`src/sv/tpt_pkg.sv`:
```
// shared types and constants of the page table translator
// used by tpt_front, tpt_back, the top level and the checker
`timescale 1ns / 1ps
`default_nettype none
package tpt_pkg;
  localparam int unsigned ADDR_W   = 16;
  localparam int unsigned OFFSET_W = 8;
  localparam int unsigned PAGE_W   = 8;
  localparam int unsigned FRAME_W  = 7;
  localparam int unsigned TLB_N    = 16;
  localparam int unsigned TLB_IW   = $clog2(TLB_N);
  localparam int unsigned PA_W     = FRAME_W + OFFSET_W;
  localparam int unsigned CNT_W    = 32;
  localparam int unsigned PAGES    = 1 << PAGE_W;
  localparam int unsigned FRAMES   = 1 << FRAME_W;

  typedef struct packed {
    logic [PAGE_W-1:0]   page;
    logic [OFFSET_W-1:0] offset;
  } item_t;

  typedef enum logic {
    ST_LOOKUP,
    ST_TABLE
  } back_state_e;
endpackage
`default_nettype wire

```
`src/sv/tpt_front.sv`:
```
// front end: two-entry input queue that splits an address into page and offset
// depends on tpt_pkg
`timescale 1ns / 1ps
`default_nettype none
module tpt_front (
  input  wire logic                         clk_i,
  input  wire logic                         rst_ni,
  input  wire logic                         push_i,
  input  wire logic [tpt_pkg::ADDR_W-1:0]   logical_address_i,
  output logic                              full_o,
  output logic                              head_valid_o,
  output tpt_pkg::item_t                    head_o,
  input  wire logic                         head_pop_i
);
  tpt_pkg::item_t ent_q [2];
  logic           wr_ptr_q, rd_ptr_q;
  logic [1:0]     cnt_q;
  logic           do_push, do_pop;

  assign full_o       = (cnt_q == 2'd2);
  assign head_valid_o = (cnt_q != 2'd0);
  assign head_o       = ent_q[rd_ptr_q];
  assign do_push      = push_i && !full_o;
  assign do_pop       = head_pop_i && head_valid_o;

  always_ff @(posedge clk_i or negedge rst_ni) begin
    if (!rst_ni) begin
      wr_ptr_q <= 1'b0;
      rd_ptr_q <= 1'b0;
      cnt_q    <= 2'd0;
    end else begin
      if (do_push) wr_ptr_q <= ~wr_ptr_q;
      if (do_pop)  rd_ptr_q <= ~rd_ptr_q;
      if (do_push && !do_pop) cnt_q <= cnt_q + 2'd1;
      else if (do_pop && !do_push) cnt_q <= cnt_q - 2'd1;
    end
  end

  always_ff @(posedge clk_i) begin
    if (do_push) begin
      ent_q[wr_ptr_q].page <=
        logical_address_i[tpt_pkg::OFFSET_W +: tpt_pkg::PAGE_W];
      ent_q[wr_ptr_q].offset <= logical_address_i[tpt_pkg::OFFSET_W-1:0];
    end
  end
endmodule
`default_nettype wire

```
`src/sv/tpt_back.sv`:
```
// back end: tlb, page table, fifo frame allocation, counters and result register
// depends on tpt_pkg
`timescale 1ns / 1ps
`default_nettype none
module tpt_back (
  input  wire logic                         clk_i,
  input  wire logic                         rst_ni,
  input  wire logic                         head_valid_i,
  input  wire tpt_pkg::item_t               head_i,
  output logic                              head_pop_o,
  output logic                              empty_o,
  input  wire logic                         pop_i,
  output logic [tpt_pkg::PA_W-1:0]          physical_address_o,
  output logic                              tlb_hit_o,
  output logic                              page_fault_o,
  output logic [tpt_pkg::CNT_W-1:0]         access_count_o,
  output logic [tpt_pkg::CNT_W-1:0]         miss_count_o,
  output logic [tpt_pkg::CNT_W-1:0]         fault_count_o
);
  tpt_pkg::back_state_e state_q, state_d;

  logic [tpt_pkg::TLB_N-1:0]   tlb_valid_q;
  logic [tpt_pkg::PAGE_W-1:0]  tlb_page_q  [tpt_pkg::TLB_N];
  logic [tpt_pkg::FRAME_W-1:0] tlb_frame_q [tpt_pkg::TLB_N];
  logic [tpt_pkg::TLB_IW-1:0]  fill_q;
  logic [tpt_pkg::PAGES-1:0]   resident_q, resident_d;
  logic [tpt_pkg::FRAME_W-1:0] fptr_q;
  logic                        all_used_q;
  logic [tpt_pkg::CNT_W-1:0]   acc_q, miss_q, fault_q;
  logic                        out_valid_q;
  logic [tpt_pkg::PA_W-1:0]    pa_q;
  logic                        hit_q, pf_q;

  // page table and reverse map, read data registered
  logic [tpt_pkg::FRAME_W-1:0] pmap_mem  [tpt_pkg::PAGES];
  logic [tpt_pkg::PAGE_W-1:0]  owner_mem [tpt_pkg::FRAMES];
  logic [tpt_pkg::FRAME_W-1:0] pmap_rd_q;
  logic [tpt_pkg::PAGE_W-1:0]  owner_rd_q;

  logic                        hit;
  logic [tpt_pkg::FRAME_W-1:0] hit_frame;
  logic                        finish_hit, finish_miss, fault;
  logic [tpt_pkg::FRAME_W-1:0] miss_frame;

  always_comb begin
    hit       = 1'b0;
    hit_frame = '0;
    for (int i = tpt_pkg::TLB_N - 1; i >= 0; i--) begin
      if (tlb_valid_q[i] && tlb_page_q[i] == head_i.page) begin
        hit       = 1'b1;
        hit_frame = tlb_frame_q[i];
      end
    end
  end

  always_comb begin
    state_d = state_q;
    case (state_q)
      tpt_pkg::ST_LOOKUP: begin
        if (head_valid_i && !out_valid_q && !hit) state_d = tpt_pkg::ST_TABLE;
      end
      tpt_pkg::ST_TABLE: state_d = tpt_pkg::ST_LOOKUP;
      default:           state_d = tpt_pkg::ST_LOOKUP;
    endcase
  end

  always_comb begin
    finish_hit  = 1'b0;
    finish_miss = 1'b0;
    case (state_q)
      tpt_pkg::ST_LOOKUP: finish_hit  = head_valid_i && !out_valid_q && hit;
      tpt_pkg::ST_TABLE:  finish_miss = 1'b1;
      default: begin
        finish_hit  = 1'b0;
        finish_miss = 1'b0;
      end
    endcase
    fault      = finish_miss && !resident_q[head_i.page];
    miss_frame = fault ? fptr_q : pmap_rd_q;
    head_pop_o = finish_hit || finish_miss;
  end

  // residency: a fault on a reused frame drops the old owner, then maps the new page
  always_comb begin
    resident_d = resident_q;
    if (fault) begin
      if (all_used_q) resident_d[owner_rd_q] = 1'b0;
      resident_d[head_i.page] = 1'b1;
    end
  end

  always_ff @(posedge clk_i or negedge rst_ni) begin
    if (!rst_ni) begin
      state_q     <= tpt_pkg::ST_LOOKUP;
      tlb_valid_q <= '0;
      fill_q      <= '0;
      resident_q  <= '0;
      fptr_q      <= '0;
      all_used_q  <= 1'b0;
      acc_q       <= '0;
      miss_q      <= '0;
      fault_q     <= '0;
      out_valid_q <= 1'b0;
    end else begin
      state_q     <= state_d;
      resident_q  <= resident_d;
      out_valid_q <= head_pop_o || (out_valid_q && !pop_i);
      if (head_pop_o) begin
        acc_q <= acc_q + 1'b1;
      end
      if (finish_miss) begin
        miss_q              <= miss_q + 1'b1;
        tlb_valid_q[fill_q] <= 1'b1;
        fill_q              <= fill_q + 1'b1;
      end
      if (fault) begin
        fault_q <= fault_q + 1'b1;
        fptr_q  <= fptr_q + 1'b1;
        if (fptr_q == '1) all_used_q <= 1'b1;
      end
    end
  end

  always_ff @(posedge clk_i) begin
    if (finish_miss) begin
      tlb_page_q[fill_q]  <= head_i.page;
      tlb_frame_q[fill_q] <= miss_frame;
    end
    if (head_pop_o) begin
      pa_q  <= {(finish_hit ? hit_frame : miss_frame), head_i.offset};
      hit_q <= finish_hit;
      pf_q  <= fault;
    end
  end

  always_ff @(posedge clk_i) begin
    if (fault) begin
      pmap_mem[head_i.page] <= fptr_q;
      owner_mem[fptr_q]     <= head_i.page;
    end
    pmap_rd_q  <= pmap_mem[head_i.page];
    owner_rd_q <= owner_mem[fptr_q];
  end

  assign empty_o            = !out_valid_q;
  assign physical_address_o = pa_q;
  assign tlb_hit_o          = hit_q;
  assign page_fault_o       = pf_q;
  assign access_count_o     = acc_q;
  assign miss_count_o       = miss_q;
  assign fault_count_o      = fault_q;
endmodule
`default_nettype wire

```
`src/sv/tlb_page_table_translator.sv`:
```
// top level of the page table translator: input queue front and translation back
// depends on tpt_pkg, tpt_front and tpt_back
//
//   channel   handshake        payload
//   request   push_i / full_o  logical_address_i
//   result    pop_i / empty_o  physical_address_o, tlb_hit_o, page_fault_o, counters
//
// a tlb hit finishes in the lookup state of the back end, a miss in the table state (page table memory read)
// a transaction pushed into an empty queue reaches the back end from the queue registers, in the cycle after the push
// the result register holds one result; the back end waits while it is full
// even with results popped at once, a new request waits until the last result has left the result register
// the input queue holds two requests, so pushes go on while a result waits
// reset clears the queue, tlb valid bits, residency bits, pointers and counters
`timescale 1ns / 1ps
`default_nettype none
module tlb_page_table_translator (
  input  wire logic                         clk_i,
  input  wire logic                         rst_ni,
  input  wire logic                         push_i,
  output logic                              full_o,
  input  wire logic [tpt_pkg::ADDR_W-1:0]   logical_address_i,
  output logic                              empty_o,
  input  wire logic                         pop_i,
  output logic [tpt_pkg::PA_W-1:0]          physical_address_o,
  output logic                              tlb_hit_o,
  output logic                              page_fault_o,
  output logic [tpt_pkg::CNT_W-1:0]         access_count_o,
  output logic [tpt_pkg::CNT_W-1:0]         miss_count_o,
  output logic [tpt_pkg::CNT_W-1:0]         fault_count_o
);
  // queued request between front and back
  logic           head_valid;
  tpt_pkg::item_t head;
  logic           head_pop;

  // front: accepts requests and splits page and offset
  tpt_front u_front (
    .clk_i             (clk_i),
    .rst_ni            (rst_ni),
    .push_i            (push_i),
    .logical_address_i (logical_address_i),
    .full_o            (full_o),
    .head_valid_o      (head_valid),
    .head_o            (head),
    .head_pop_i        (head_pop)
  );

  // back: lookup, page table walk, frame allocation, result register
  tpt_back u_back (
    .clk_i              (clk_i),
    .rst_ni             (rst_ni),
    .head_valid_i       (head_valid),
    .head_i             (head),
    .head_pop_o         (head_pop),
    .empty_o            (empty_o),
    .pop_i              (pop_i),
    .physical_address_o (physical_address_o),
    .tlb_hit_o          (tlb_hit_o),
    .page_fault_o       (page_fault_o),
    .access_count_o     (access_count_o),
    .miss_count_o       (miss_count_o),
    .fault_count_o      (fault_count_o)
  );
endmodule
`default_nettype wire

```
`config.mk`:
```
export PLATFORM = sky130hd
export DESIGN_NAME = tlb_page_table_translator
export DESIGN_NICKNAME = d
export VERILOG_FILES = /design/src/sv/tpt_pkg.sv /design/src/sv/tpt_front.sv /design/src/sv/tpt_back.sv /design/src/sv/tlb_page_table_translator.sv
export SDC_FILE = /design/constraint.sdc
export NUM_CORES = 2
export LEC_CHECK = 0
export BUFFER_PORTS_ARGS = -buffer_cell sky130_fd_sc_hd__buf_2
export CORE_MARGIN = 8
export CORE_UTILIZATION = 40
export CTS_CLUSTER_DIAMETER = 40
export DETAILED_ROUTE_END_ITERATION = 10
export MAX_ROUTING_LAYER = met4
export PLACE_DENSITY = 0.55
export SETUP_SLACK_MARGIN = 0.15
export SYNTH_ARGS = -nofsm -noshare
export SYNTH_HDL_FRONTEND = slang
export SYNTH_SLANG_ARGS = --single-unit
```
`constraint.sdc`:
```
create_clock -name clk_i -period 7.91 [get_ports clk_i]
set_input_delay 1.1865 -clock clk_i [delete_from_list [all_inputs] [get_ports clk_i]]
set_output_delay 1.1865 -clock clk_i [all_outputs]
set_load 0.05 [all_outputs]
```
==> results.json <==
{
  "outcome": "finished clean",
  "slew_headroom": 0.0503,
  "worst_ir_drop_vdd_v": 0.000300,
  "maxCapViolCount": 0,
  "synth-edff-count": 3105,
  "crit_type": "reg2reg",
  "cts_tree": "done",
  "grt_antenna_before_repair": 20,
  "die_area_mm2": 0.368,
  "syn_to_final_growth_pct": 15.3,
  "num_rows": 217,
  "coreArea_mm2": 0.348,
  "die_y_um": 607,
  "yosys-top-cells-area": "edfxtp_1 (67%), dfrtp_1 (6.9%), nand2_1 (5.3%), nand3_1 (3.4%), a311oi_1 (1.9%)",
  "power.share.clock": 0.339,
  "tightestPinTransition_ns": 1.42,
  "vias": 90706,
  "cts.sink_count": 3506,
  "grt_max_degree": 197,
  "cts_setup_buffers": 0,
  "wl_per_cell_um": 27.2,
  "netlist_area_mm2": 0.140,
  "dr.pass1.iters": 8,
  "drtIter0Drc": 10563,
  "io_buffers": 134,
  "htree_levels": 5,
  "insertion_delay_ns": 1.00,
  "place_congestion": 0.900,
  "hold_violations": 0,
  "drc": 0,
  "grt_pass1_vias": 90506,
  "finalCritPeriodShare": 0.814,
  "p_int_uw": 40000,
  "setup.worst_path.end_class": "flip-flop",
  "ant_nets": 0,
  "syn_inst": 10414,
  "final_common_cell": "edfxtp_1",
  "ys_seq_elements": 3506,
  "synth_fp_nets": 10443,
  "powerDensity_mw_per_mm2": 387,
  "min_path_type": "in2async",
  "switching_power_uw": 22200,
  "combinationalPowerShare": 0.274,
  "ys_types": 84,
  "grt_usage": 0.228,
  "ctsResizeCount": 0,
  "grt_pass1_wl_um": 615000,
  "fin_nets": 10474,
  "drv_slew": 0,
  "synthFlopType": "edfxtp_1",
  "totalWireLength_um": 420000,
  "final_util": 0.462,
  "ys_seq_area_frac": 0.739,
  "rsz0062_at_grt": "false",
  "clock_path_buffers": 4,
  "drive_gt1_frac": 0.115,
  "via_per_inst": 5.87,
  "skew_ns": 0.0892,
  "cts_buffers": 463,
  "async_flop_share": 0.110,
  "arrival_ns": 6.99,
  "worstPathRequired_ns": 8.46,
  "place_hpwl_um": 241000,
  "p_leak_uw": 0.0543,
  "sw_frac_of_total": 0.356,
  "grt_overflow_total": 0,
  "ios": 135,
  "synth_top_area_share": 0.668,
  "clock-root-buffer": "clkbuf_16",
  "finalCriticalPeriod_ns": 6.44,
  "die_x_um": 607,
  "cp_max_fo": 43,
  "synth.avg_cell_area_um2": 13.4,
  "finalPower_uw": 62200,
  "final_cell_mix": "edfxtp_1 (3,105), nand2_1 (1,951), nand3_1 (958)",
  "yosys_warnings": 0,
  "initial_utilization": 0.401,
  "postCtsHoldBufs": 0,
  "yosys.area.top_type": "edfxtp_1",
  "setup_viol": 0,
  "clk_pin_slew_ns": 0.06,
  "setup_tns_ns": 0,
  "power_frac_seq": 0.387,
  "crit_path_start_kind": "flip-flop",
  "timing.fmax_mhz": 155
}
==> per-stage QoR <==
step / worst slack (ns) / cell area [µm²] / std cells / hold slack (ns)
floorplan: 1.64 / 140000 / 10414 / 0.430
global placement: 1.73 / 145000 / 14579 / 0.444
detailed placement: 1.58 / 145000 / 14579 / 0.446
CTS: 1.52 / 161000 / 15446 / 0.146
global route: 1.24 / 161000 / 15453 / 0.196
finish: 1.47 / 161000 / 15455 / 0.202
==> synthesized netlist by cell type (114+ instances only) <==
master       n
clkbuf_1   504
buf_2      114
a31oi_1    133
a22o_1     114
nor2_1     473
dfrtp_1    386
nand3_1    958
xnor2_1    185
a311oi_1   303
o21ai_0    516
buf_1      139
nand2_1   1975
and3_1     150
edfxtp_1  3105
a22oi_1    312
==> area by class of cell <==
| cell class | instances | area [µm²] |
|---|---|---|
| antenna | 9 | 22.5 |
| timing repair buffer | 336 | 2600 |
| clock buffer | 519 | 12000 |
| fill | 30478 | 187000 |
| sequential | 3506 | 103000 |
| multi-input combinational | 6094 | 33400 |
| inverter | 44 | 210 |
| clock inverter | 348 | 3790 |
| tap | 4599 | 5750 |
==> per-layer routing <==
| metal | vias up | share of wire | global-route usage |
|---|---|---|---|
| li1 | 39468 | - | - |
| met1 | 46257 | 0.42 | 0.301 |
| met2 | 4109 | 0.47 | 0.361 |
| met3 | 872 | 0.078 | 0.0375 |
| met4 | 0 | 0.036 | 0.0755 |
| met5 | - | 0 | - |
==> registers in the layout (all words and copies together) (netlist names), 2 cells and up <==
signal	count
u_back.access_count_o	32
u_back.fault_count_o	32
u_back.fill_q	4
u_back.fptr_q	7
u_back.miss_count_o	32
u_back.owner_mem	1024
u_back.owner_rd_q	8
u_back.physical_address_o	15
u_back.pmap_mem	1792
u_back.pmap_rd_q	7
u_back.resident_q	256
u_back.tlb_frame_q	112
u_back.tlb_page_q	128
u_back.tlb_valid_q	16
u_front.cnt_q	2
u_front.ent_q	32
==> worst max-delay path, cell delays in order, from the launching register on <==
cell	delay, ns
dfrtp_2	0.71
buf_4	0.46
mux2i_4	0.35
buf_4	0.66
buf_4	0.72
mux2i_1	0.21
o221ai_1	0.38
o211ai_4	0.12
inv_2	0.38
and2_1	0.34
nand2_2	0.57
buf_4	0.50
nor2_1	0.56
==> kinds of logic (layout without fill, tap and decap cells) <==
group,count (synthesis),in the layout,synth area share
xor gates and xnor gates,235,235,0.0147
adders and majority gates,9,9,0.000807
AOI/OAI and AO/OA,1948,1948,0.0973
muxes,40,40,0.00367
and+or+nand+nor,3862,3862,0.121
DFF,3506,3506,0.739
other,0,9,0
buffers and inverters,814,1247,0.0233
==> power groups by stage <==
stage | Clock [µW] | Sequential [µW] | Combinational, µW
finish | 21100 | 24100 | 17000
global route | 22100 | 24200 | 18100
detailed placement | 0 | 24400 | 16900
floorplan | 0 | 25000 | 9330
global placement | 0 | 24500 | 16800
CTS | 21400 | 24100 | 17000
==> final timing paths <==
check / start / to / slack (ns) / cells after the start
max: u_front.rd_ptr_q / u_back.pmap_mem[140][0] / 1.47 / 12
min: rst_ni / u_back.fptr_q[3] / 0.20 / 1
max reg2reg: u_front.rd_ptr_q / u_back.pmap_mem[140][0] / 1.47 / 12
min reg2reg: u_back.tlb_valid_q[4] / u_back.tlb_valid_q[4] / 0.46 / 1
max in group asynchronous: rst_ni / u_back.fptr_q[2] / 6.10 / 2
min in group clk_i: logical_address_i[2] / u_front.ent_q[1][2] / 0.43 / 1
Power figures use the tool's default switching activity.
